==> config.mk <==
export PLATFORM = sky130hd
export DESIGN_NAME = bidirectional_slot_map_with_search
export DESIGN_NICKNAME = d
export VERILOG_FILES = /design/src/hw/rtl/bsm_pkg.sv /design/src/hw/rtl/bsm_ram.sv /design/src/hw/rtl/bsm_search.sv /design/src/hw/rtl/bidirectional_slot_map_with_search.sv
export SDC_FILE = /design/constraint.sdc
export NUM_CORES = 2
export LEC_CHECK = 0
export BUFFER_PORTS_ARGS = -buffer_cell sky130_fd_sc_hd__buf_2
export CELL_PAD_IN_SITES_DETAIL_PLACEMENT = 2
export CELL_PAD_IN_SITES_GLOBAL_PLACEMENT = 2
export CORE_MARGIN = 1
export CORE_UTILIZATION = 35
export CTS_BUF_LIST = sky130_fd_sc_hd__clkbuf_2 sky130_fd_sc_hd__clkbuf_4 sky130_fd_sc_hd__clkbuf_8
export DETAILED_ROUTE_END_ITERATION = 7
export PLACE_DENSITY = 0.67
export RECOVER_POWER = 25
export SKIP_LAST_GASP = 1
export SYNTH_ARGS = -nofsm -noshare
export SYNTH_HDL_FRONTEND = slang
export SYNTH_HIERARCHICAL = 1
export SYNTH_SLANG_ARGS = --single-unit
==> constraint.sdc <==
create_clock -name clk_i -period 9.8 [get_ports clk_i]
set_input_delay 1.96 -clock clk_i [delete_from_list [all_inputs] [get_ports clk_i]]
set_output_delay 1.96 -clock clk_i [all_outputs]
set_load 0.01 [all_outputs]
==> src/hw/rtl/bsm_pkg.sv <==
`timescale 1ns / 1ps

package bsm_pkg;

  // map geometry
  localparam int FLOOR_SLOTS = 64;
  localparam int MAX_MODULES = 64;
  localparam int MIN_FLOOR   = -32;
  localparam int LAYER_COUNT = 16;

  // field widths
  localparam int ACTION_W = 3;
  localparam int FLOOR_W  = 8;
  localparam int MODREQ_W = 7;
  localparam int LAYER_W  = 4;
  localparam int DIR_W    = 2;
  localparam int SMOD_W   = 6;
  localparam int MFLOOR_W = 6;

  localparam int SLOT_W = $clog2(FLOOR_SLOTS);
  localparam int MOD_W  = $clog2(MAX_MODULES);
  // signed slot arithmetic, wide enough for any floor minus any minimum
  localparam int SIDX_W = 10;

  // search tree geometry
  localparam int GRP_SIZE  = 8;
  localparam int GRP_IDX_W = 3;
  localparam int GRP_NUM   = (FLOOR_SLOTS + GRP_SIZE - 1) / GRP_SIZE;
  localparam int PAD_W     = GRP_NUM * GRP_SIZE;

  typedef enum logic [ACTION_W-1:0] {
    ACT_ASSIGN    = 3'd0,
    ACT_CLEAR     = 3'd1,
    ACT_SET_LAYER = 3'd2,
    ACT_CLR_LAYER = 3'd3,
    ACT_QUERY     = 3'd4,
    ACT_NEXT      = 3'd5
  } action_e;

  localparam logic [DIR_W-1:0] DIR_NONE = 2'b00;
  localparam logic [DIR_W-1:0] DIR_UP   = 2'b01;

  typedef struct packed {
    logic [SLOT_W-1:0]  slot;
    logic [LAYER_W-1:0] layer;
  } mod_entry_t;

  typedef struct packed {
    logic                     up;
    logic signed [SIDX_W-1:0] start;
  } srch_req_t;

  typedef struct packed {
    logic              found;
    logic [SLOT_W-1:0] slot;
  } srch_rsp_t;

endpackage

==> src/hw/rtl/bsm_ram.sv <==
`timescale 1ns / 1ps

module bsm_ram #(
  parameter int WIDTH = 8,
  parameter int DEPTH = 64
) (
  input  logic                     clk_i,
  input  logic                     we_i,
  input  logic [$clog2(DEPTH)-1:0] waddr_i,
  input  logic [WIDTH-1:0]         wdata_i,
  input  logic [$clog2(DEPTH)-1:0] raddr_i,
  output logic [WIDTH-1:0]         rdata_o
);

  logic [WIDTH-1:0] mem_q [DEPTH];

  always_ff @(posedge clk_i) begin
    if (we_i) begin
      mem_q[waddr_i] <= wdata_i;
    end
    rdata_o <= mem_q[raddr_i];
  end

endmodule

==> src/hw/rtl/bsm_search.sv <==
`timescale 1ns / 1ps

module bsm_search
  import bsm_pkg::*;
(
  input  logic                   clk_i,
  input  logic [FLOOR_SLOTS-1:0] used_i,
  input  srch_req_t              req_i,
  output srch_rsp_t              rsp_o
);

  logic [PAD_W-1:0]     used_pad;
  logic [PAD_W-1:0]     cand;
  logic [GRP_NUM-1:0]   grp_any_d, grp_any_q;
  logic [GRP_IDX_W-1:0] grp_idx_d [GRP_NUM];
  logic [GRP_IDX_W-1:0] grp_idx_q [GRP_NUM];
  logic                 up_q;
  srch_rsp_t            rsp_d;

  assign used_pad = PAD_W'(used_i);

  // candidate slots strictly above or below the start
  always_comb begin
    logic signed [SIDX_W-1:0] ii;
    ii = '0;
    for (int i = 0; i < PAD_W; i++) begin
      ii = SIDX_W'(i);
      cand[i] = used_pad[i] && (req_i.up ? (ii > req_i.start) : (ii < req_i.start));
    end
  end

  // stage one: nearest candidate inside each group
  always_comb begin
    for (int g = 0; g < GRP_NUM; g++) begin
      grp_any_d[g] = |cand[g*GRP_SIZE +: GRP_SIZE];
      grp_idx_d[g] = '0;
      if (req_i.up) begin
        for (int k = GRP_SIZE - 1; k >= 0; k--) begin
          if (cand[g*GRP_SIZE + k]) grp_idx_d[g] = GRP_IDX_W'(k);
        end
      end else begin
        for (int k = 0; k < GRP_SIZE; k++) begin
          if (cand[g*GRP_SIZE + k]) grp_idx_d[g] = GRP_IDX_W'(k);
        end
      end
    end
  end

  // stage two: nearest group
  always_comb begin
    rsp_d = '0;
    if (up_q) begin
      for (int g = GRP_NUM - 1; g >= 0; g--) begin
        if (grp_any_q[g]) begin
          rsp_d.found = 1'b1;
          rsp_d.slot  = SLOT_W'(g * GRP_SIZE + int'(grp_idx_q[g]));
        end
      end
    end else begin
      for (int g = 0; g < GRP_NUM; g++) begin
        if (grp_any_q[g]) begin
          rsp_d.found = 1'b1;
          rsp_d.slot  = SLOT_W'(g * GRP_SIZE + int'(grp_idx_q[g]));
        end
      end
    end
  end

  always_ff @(posedge clk_i) begin
    grp_any_q <= grp_any_d;
    grp_idx_q <= grp_idx_d;
    up_q      <= req_i.up;
    rsp_o     <= rsp_d;
  end

endmodule

==> src/hw/rtl/bidirectional_slot_map_with_search.sv <==
`timescale 1ns / 1ps

// bidirectional slot map with nearest-occupied search
// input channel: in_valid_i / in_stall_o, one command beat (action, floor, module id,
//   layer, direction); a beat is taken on a rising edge with valid high and stall low
// output channel: out_valid_o / out_stall_i, one result beat per command holding the
//   lookups of the state after the command's action, taken at its floor and module id
// a command passes the read, modify and finish states; its result is registered as it
//   leaves finish, and the next command is taken only after that (accept, read both
//   tables, modify and write back, final lookup); the module table read port sets this,
//   as the layer of the module at the floor is only known after the slot table is updated
// in_stall_o is high while a command is in flight; the next command is taken while
//   the previous result still waits in the output register
// when the receiver stalls, the result beat holds and the block finishes at most one
//   more command into its final state, waiting there until the output register frees
// reset clears all occupancy, floor-held and resident flags at once, so the block
//   accepts a command in the first cycle after reset; table contents need no clearing
module bidirectional_slot_map_with_search
  import bsm_pkg::*;
(
  input  logic                       clk_i,
  input  logic                       rst_ni,
  // command channel
  input  logic                       in_valid_i,
  output logic                       in_stall_o,
  input  logic [ACTION_W-1:0]        in_action_i,
  input  logic signed [FLOOR_W-1:0]  in_floor_i,
  input  logic [MODREQ_W-1:0]        in_module_req_i,
  input  logic [LAYER_W-1:0]         in_layer_i,
  input  logic signed [DIR_W-1:0]    in_direction_i,
  // result channel
  output logic                       out_valid_o,
  input  logic                       out_stall_i,
  output logic [SMOD_W-1:0]          out_slot_module_o,
  output logic                       out_slot_module_valid_o,
  output logic signed [MFLOOR_W-1:0] out_module_floor_o,
  output logic                       out_module_floor_valid_o,
  output logic [LAYER_W-1:0]         out_module_layer_o,
  output logic                       out_module_layer_valid_o,
  output logic [LAYER_W-1:0]         out_floor_layer_o,
  output logic                       out_floor_layer_valid_o,
  output logic signed [FLOOR_W-1:0]  out_next_floor_o
);

  typedef enum logic [1:0] {
    ST_IDLE,
    ST_READ,
    ST_MODIFY,
    ST_FINISH
  } state_e;

  state_e state_q, state_d;

  // command registers
  action_e                   action_q;
  logic signed [FLOOR_W-1:0] floor_q;
  logic [MODREQ_W-1:0]       modreq_q;
  logic [LAYER_W-1:0]        layer_q;
  logic [DIR_W-1:0]          dir_q;

  // per-entry flags, the table contents count only where these are set
  logic [FLOOR_SLOTS-1:0] used_q, used_d;     // slot holds a module
  logic [MAX_MODULES-1:0] has_q, has_d;       // module holds a slot
  logic [MAX_MODULES-1:0] res_q, res_d;       // module has a layer

  // decoded command
  logic signed [SIDX_W-1:0] slot_s;
  logic                     slot_ok;
  logic [SLOT_W-1:0]        sidx;
  logic                     mod_ok;
  logic [MOD_W-1:0]         midx;
  logic                     assign_do, clear_do, setl_do, clrl_do;

  // table ports
  logic [MOD_W-1:0] slot_rdata;
  logic             slot_we;
  mod_entry_t       mod_rdata;
  logic             mod_we;
  logic [MOD_W-1:0] mod_raddr;

  // read-modify-write
  logic             h_used;
  logic             old_has;
  logic [MOD_W-1:0] post_slot_mod_c, post_slot_mod_q;
  mod_entry_t       post_mod_c, post_mod_q;
  logic             x_eq_m_q;

  // search
  srch_req_t srch_req;
  srch_rsp_t srch_rsp;

  // result
  logic                       in_accept, out_load, out_valid_q;
  logic                       smv_c, mfv_c, mlv_c, flv_c;
  logic signed [SIDX_W-1:0]   mf_full, nf_full;
  logic [SMOD_W-1:0]          sm_q;
  logic                       smv_q, mfv_q, mlv_q, flv_q;
  logic signed [MFLOOR_W-1:0] mf_q;
  logic [LAYER_W-1:0]         ml_q, fl_q;
  logic signed [FLOOR_W-1:0]  nf_q;

  assign in_stall_o = (state_q != ST_IDLE);
  assign in_accept  = in_valid_i && !in_stall_o;
  assign out_load   = (state_q == ST_FINISH) && (!out_valid_q || !out_stall_i);

  // floor number to slot index, out-of-range floors are flagged
  assign slot_s  = SIDX_W'(floor_q) - SIDX_W'(MIN_FLOOR);
  assign slot_ok = (slot_s >= 0) && (slot_s < $signed(SIDX_W'(FLOOR_SLOTS)));
  assign sidx    = slot_s[SLOT_W-1:0];
  assign mod_ok  = {1'b0, modreq_q} < (MODREQ_W + 1)'(MAX_MODULES);
  assign midx    = modreq_q[MOD_W-1:0];

  assign assign_do = (action_q == ACT_ASSIGN) && slot_ok && mod_ok;
  assign clear_do  = (action_q == ACT_CLEAR) && slot_ok;
  assign setl_do   = (action_q == ACT_SET_LAYER) && mod_ok
                     && ({1'b0, layer_q} < (LAYER_W + 1)'(LAYER_COUNT));
  assign clrl_do   = (action_q == ACT_CLR_LAYER) && mod_ok;

  // slot -> module table
  assign slot_we = (state_q == ST_MODIFY) && assign_do;

  bsm_ram #(
    .WIDTH (MOD_W),
    .DEPTH (FLOOR_SLOTS)
  ) u_slot_ram (
    .clk_i   (clk_i),
    .we_i    (slot_we),
    .waddr_i (sidx),
    .wdata_i (midx),
    .raddr_i (sidx),
    .rdata_o (slot_rdata)
  );

  // module -> {slot, layer} table, second read picks up the module at the floor
  assign mod_we = (state_q == ST_MODIFY) && (assign_do || setl_do);

  always_comb begin
    case (state_q)
      ST_READ:   mod_raddr = midx;
      ST_MODIFY: mod_raddr = post_slot_mod_c;
      default:   mod_raddr = post_slot_mod_q;
    endcase
  end

  bsm_ram #(
    .WIDTH ($bits(mod_entry_t)),
    .DEPTH (MAX_MODULES)
  ) u_mod_ram (
    .clk_i   (clk_i),
    .we_i    (mod_we),
    .waddr_i (midx),
    .wdata_i (post_mod_c),
    .raddr_i (mod_raddr),
    .rdata_o (mod_rdata)
  );

  // old holder of the slot and old slot of the module
  assign h_used  = used_q[sidx];
  // the module keeps its old slot only if it was not the old holder itself
  assign old_has = has_q[midx] && !(h_used && (slot_rdata == midx));

  assign post_slot_mod_c = assign_do ? midx : slot_rdata;

  always_comb begin
    post_mod_c = mod_rdata;
    if (assign_do) post_mod_c.slot = sidx;
    if (setl_do) post_mod_c.layer = layer_q;
  end

  // flag updates, applied at the end of the modify cycle
  always_comb begin
    used_d = used_q;
    has_d  = has_q;
    res_d  = res_q;
    if (state_q == ST_MODIFY) begin
      if (assign_do) begin
        if (h_used) has_d[slot_rdata] = 1'b0;
        if (old_has) used_d[mod_rdata.slot] = 1'b0;
        used_d[sidx] = 1'b1;
        has_d[midx]  = 1'b1;
      end
      if (clear_do) begin
        if (h_used) has_d[slot_rdata] = 1'b0;
        used_d[sidx] = 1'b0;
      end
      if (setl_do) res_d[midx] = 1'b1;
      if (clrl_do) res_d[midx] = 1'b0;
    end
  end

  // nearest occupied slot, two registered levels over the occupancy flags
  assign srch_req.up    = (dir_q == DIR_UP);
  assign srch_req.start = slot_s;

  bsm_search u_search (
    .clk_i  (clk_i),
    .used_i (used_q),
    .req_i  (srch_req),
    .rsp_o  (srch_rsp)
  );

  // lookups on the state after the action; unless stalled, the search sees the flags before it
  assign smv_c   = slot_ok && used_q[sidx];
  assign mfv_c   = mod_ok && has_q[midx];
  assign mlv_c   = mod_ok && res_q[midx];
  assign flv_c   = smv_c && res_q[post_slot_mod_q];
  assign mf_full = SIDX_W'(post_mod_q.slot) + SIDX_W'(MIN_FLOOR);
  assign nf_full = SIDX_W'(srch_rsp.slot) + SIDX_W'(MIN_FLOOR);

  always_comb begin
    state_d = state_q;
    unique case (state_q)
      ST_IDLE:   if (in_accept) state_d = ST_READ;
      ST_READ:   state_d = ST_MODIFY;
      ST_MODIFY: state_d = ST_FINISH;
      ST_FINISH: if (out_load) state_d = ST_IDLE;
      default:   state_d = ST_IDLE;
    endcase
  end

  // control state and flags
  always_ff @(posedge clk_i or negedge rst_ni) begin
    if (!rst_ni) begin
      state_q     <= ST_IDLE;
      out_valid_q <= 1'b0;
      used_q      <= '0;
      has_q       <= '0;
      res_q       <= '0;
    end else begin
      state_q <= state_d;
      used_q  <= used_d;
      has_q   <= has_d;
      res_q   <= res_d;
      if (out_load) begin
        out_valid_q <= 1'b1;
      end else if (!out_stall_i) begin
        out_valid_q <= 1'b0;
      end
    end
  end

  // payload
  always_ff @(posedge clk_i) begin
    if (in_accept) begin
      action_q <= action_e'(in_action_i);
      floor_q  <= in_floor_i;
      modreq_q <= in_module_req_i;
      layer_q  <= in_layer_i;
      dir_q    <= in_direction_i;
    end
    if (state_q == ST_MODIFY) begin
      post_slot_mod_q <= post_slot_mod_c;
      post_mod_q      <= post_mod_c;
      x_eq_m_q        <= (post_slot_mod_c == midx);
    end
    if (out_load) begin
      smv_q <= smv_c;
      sm_q  <= smv_c ? SMOD_W'(post_slot_mod_q) : '0;
      mfv_q <= mfv_c;
      mf_q  <= mfv_c ? mf_full[MFLOOR_W-1:0] : '0;
      mlv_q <= mlv_c;
      ml_q  <= mlv_c ? post_mod_q.layer : '0;
      flv_q <= flv_c;
      // the module at the floor may be the one just rewritten
      if (!flv_c) begin
        fl_q <= '0;
      end else if (x_eq_m_q) begin
        fl_q <= post_mod_q.layer;
      end else begin
        fl_q <= mod_rdata.layer;
      end
      if ((action_q == ACT_NEXT) && (dir_q != DIR_NONE) && srch_rsp.found) begin
        nf_q <= nf_full[FLOOR_W-1:0];
      end else begin
        nf_q <= floor_q;
      end
    end
  end

  assign out_valid_o              = out_valid_q;
  assign out_slot_module_o        = sm_q;
  assign out_slot_module_valid_o  = smv_q;
  assign out_module_floor_o       = mf_q;
  assign out_module_floor_valid_o = mfv_q;
  assign out_module_layer_o       = ml_q;
  assign out_module_layer_valid_o = mlv_q;
  assign out_floor_layer_o        = fl_q;
  assign out_floor_layer_valid_o  = flv_q;
  assign out_next_floor_o         = nf_q;

endmodule

==> results.json <==
{
  "syn_nets": 4115,
  "cts-buffers-inserted": 225,
  "path_buf_inv": 4,
  "dr.max_layer_used": "met4",
  "status": "complete, but fails checks",
  "fin_total_pwr_uw": 19600,
  "ios": 62,
  "synthSimpleGateAreaFrac_pct": 8.214,
  "path_cells": "clkbuf_1, clkbuf_1, a22oi_1, a21oi_4, buf_4, nor2b_1, buf_4, nand2_1, o22ai_1, a211oi_1, a22o_1",
  "power_frac_clock_pct": 26.9,
  "h-tree-depth": 4,
  "ys_types": 112,
  "rsz0062_at_grt": "no",
  "endpoint_kind": "flop",
  "drt-initial-drc-count": 3490,
  "finalCritPeriodShare_pct": 71.23,
  "globalplace.congestion": 0.8340,
  "synth_top_area_cell": "edfxtp_1",
  "cpPeakStageDelay_ns": 2.09,
  "pwr_density_cell_nw_per_um2": 290.8,
  "num_vias": 39250,
  "wire_per_inst_um": 31.03,
  "drtAntennaViolNets": 0,
  "routed_wl_um": 206200,
  "cts_root_buf": "clkbuf_8",
  "ys.warnings.count": 6,
  "worstPathMaxFanout": 52,
  "seq_power_share_pct": 36.4,
  "p_comb_share_pct": 36.7,
  "die_w_um": 415.2,
  "synthXorXnorAreaFrac_pct": 0.1319,
  "hpwl_um": 132600,
  "setup_viol": 0,
  "synth_area_leaders": "edfxtp_1, mux4_2, dfrtp_1, a21oi_1, nor2_1",
  "dr.pass1.iters": 5,
  "met1_length_um": 90060,
  "hold_violations": 0,
  "nets": 4257,
  "power.internal_uw": 12420,
  "startpoint_type": "flop",
  "portBuffers": 61,
  "relSlewSlack_pct": -153.7,
  "clock_latency_ns": 0.97,
  "fin_tns_setup_ns": 0,
  "cts_resized": 0,
  "fill_cells": 16510,
  "synth.avg_cell_area_um2": 14.64,
  "worst_clock_skew_ns": 0.09059,
  "dr_wl_met2_um": 101500,
  "synth_edf_count": 1097,
  "cp.required_ns": 10.64,
  "fmax_mhz": 143.3,
  "synthAdderAreaFrac_pct": 0.1256,
  "first_global_vias": 42010,
  "fp.dieH_um": 415.2,
  "yosys_register_bits": 1348,
  "arrival_ns": 7.82,
  "cp_top_family": "buffers and inverters",
  "post-route-drc-count": 0,
  "synth_mux_area_share_pct": 12.97,
  "vias_per_cell": 5.905,
  "grt_max_degree": 133,
  "synth-compound-area-share_pct": 10.89,
  "leakage_uw": 0.02253,
  "hold_class": "flop to flop",
  "layout-drive-gt1-share_pct": 21.19,
  "crit_slowest_cell": "clkbuf_1",
  "finalCriticalPeriod_ns": 6.980,
  "drv_slew": 783,
  "synth_ff_type": "edfxtp_1",
  "yosys.area.top_type_share_pct": 55.13,
  "seq_area_frac_synth_pct": 65.17,
  "area_delta_synth_final_pct": 12.81,
  "path_class": "flop to flop",
  "r2r_setup_slack_ns": 2.82,
  "synth_area_um2": 59760,
  "p_sw_uw": 7180,
  "tightestPinTransition_ns": 3.806,
  "die_area_um2": 172400,
  "rows": 151,
  "coreArea_um2": 169500,
  "cts_setup_buffers": 0,
  "swShare_pct": 36.62,
  "ctsHoldBuffers": 0,
  "cts_tree": "yes",
  "postSynthCellCount": 4081,
  "grt_use_total_pct": 23.70,
  "antenna_found_initial": 5,
  "clock_path_buffers": 3,
  "synth_async_sr_flop_share_pct": 14.47,
  "ir_drop_uv": 305.9,
  "synth_top_family_by_area": "multiplexers",
  "wl_met3_um": 9070,
  "grt_pass1_wl_um": 301800,
  "clk_pin_slew_ns": 0.06,
  "start_util_pct": 35.26,
  "grt_overflow": 0,
  "violations": "capacitance limit, slew limit",
  "drv_cap": 18,
  "holdWs_ns": 0.4949,
  "cts_sinks": 1348
}
-- tightest hold or removal path: stages, from the launching register on --
cell and delay, ns:
dfxtp_1 0.31, nand2_1 0.05, nand2_1 0.05
-- per-layer routing --
layer / vias up / GRT usage, %
li1: 16610 / -
met2: 1184 / 39.49
met4: 0 / 7.665
met1: 21120 / 32.12
met5: - / 0
met3: 327 / 3.003
-- kinds of logic after synthesis --
family          count (synthesis)
buf+inv                       308
xor+xnor                        9
flops                        1348
fa+ha+maj                       6
mux                           420
simple gates                  982
compound gates               1008
-- state kept, by name (all words and copies together), names as in the netlist, 2 cells and up --
name and flops:
action_q 3, dir_q 2, floor_q 8, has_q 64, layer_q 4, modreq_q 7
out_floor_layer_o 4, out_module_floor_o 6, out_module_layer_o 4, out_next_floor_o 8, out_slot_module_o 6, post_mod_q 10
post_slot_mod_q 6, res_q 64, state_q 2, u_mod_ram/mem_q 640, u_mod_ram/rdata_o 10, u_search/grp_any_q 8
u_search/grp_idx_q 24, u_search/rsp_o 7, u_slot_ram/mem_q 384, u_slot_ram/rdata_o 6, used_q 64
-- cells in the final DEF, fill, tap and decap left out, drive strengths merged, types with 32 or more instances in the layout --
cell type	n
a31oi	114
a211oi	33
nor2	362
o22ai	108
nand3	72
edfxtp	1097
inv	32
nand2b	42
a22oi	68
mux2i	115
dfxtp	56
and2	53
nor2b	47
dfrtp	195
o21ai	142
buf	167
nor3	60
clkinv	95
a21oi	311
nand2	196
mux4	277
clkbuf	346
-- stage by stage --
| step | setup WS (ns) | cell area, um^2 | cells | utilization (%) |
|---|---|---|---|---|
| 4_1_cts | 3.944 | 67460 | 6638 | 39.81 |
| 5_1_grt | 2.381 | 67410 | 6646 | 39.78 |
| 6_report | 2.820 | 67410 | 6646 | 39.78 |
| 3_3_place_gp | 3.979 | 62700 | 6212 | 37.00 |
| 3_5_place_dp | 3.956 | 62700 | 6212 | 37.00 |
| 2_1_floorplan | 4.524 | 59760 | 4081 | - |
-- Yosys cell counts (all sizes together), types with 33 or more instances --
cell type / number
a211oi: 33
a21oi: 311
a22oi: 68
a31oi: 114
and2: 53
buf: 129
clkbuf: 154
dfrtp: 195
dfxtp: 56
edfxtp: 1097
mux2i: 115
mux4: 277
nand2: 196
nand2b: 42
nand3: 72
nor2: 362
nor2b: 47
nor3: 60
o21ai: 142
o22ai: 108
-- path summary, 6_finish.rpt --
check                             startpoint              endpoint  cells past startpoint
hold reg to reg            u_search/rsp_o[2]   out_next_floor_o[2]                      2
hold / removal             u_search/rsp_o[2]   out_next_floor_o[2]                      2
setup / recovery                 modreq_q[3]  u_mod_ram/rdata_o[5]                     11
setup reg to reg                 modreq_q[3]  u_mod_ram/rdata_o[5]                     11
max in group asynchronous             rst_ni            used_q[52]                      2
min in group asynchronous             rst_ni             has_q[39]                      1
-- area by class of cell --
class	count	area [um^2]	area share, %
Multi-Input combinational cell	2425	19510	28.94
Tap cell	2218	2775	4.117
Clock inverter	111	890.9	1.322
Clock buffer	315	3872	5.745
Timing Repair Buffer	198	1313	1.947
Inverter	25	93.84	0.1392
Antenna cell	6	15.01	0.02227
Sequential cell	1348	38940	57.77
-- power groups by stage --
| stage | combinational, uW | sequential (uW) | clock, uW |
|---|---|---|---|
| after global routing | 7600 | 7150 | 5630 |
| after global placement | 6970 | 7230 | 0 |
| after CTS | 7270 | 7130 | 5420 |
| after floorplan | 4810 | 7170 | 0 |
| final | 7200 | 7140 | 5270 |
| after detailed placement | 7240 | 7240 | 0 |
No activity file was read; power rests on OpenSTA's default activity.
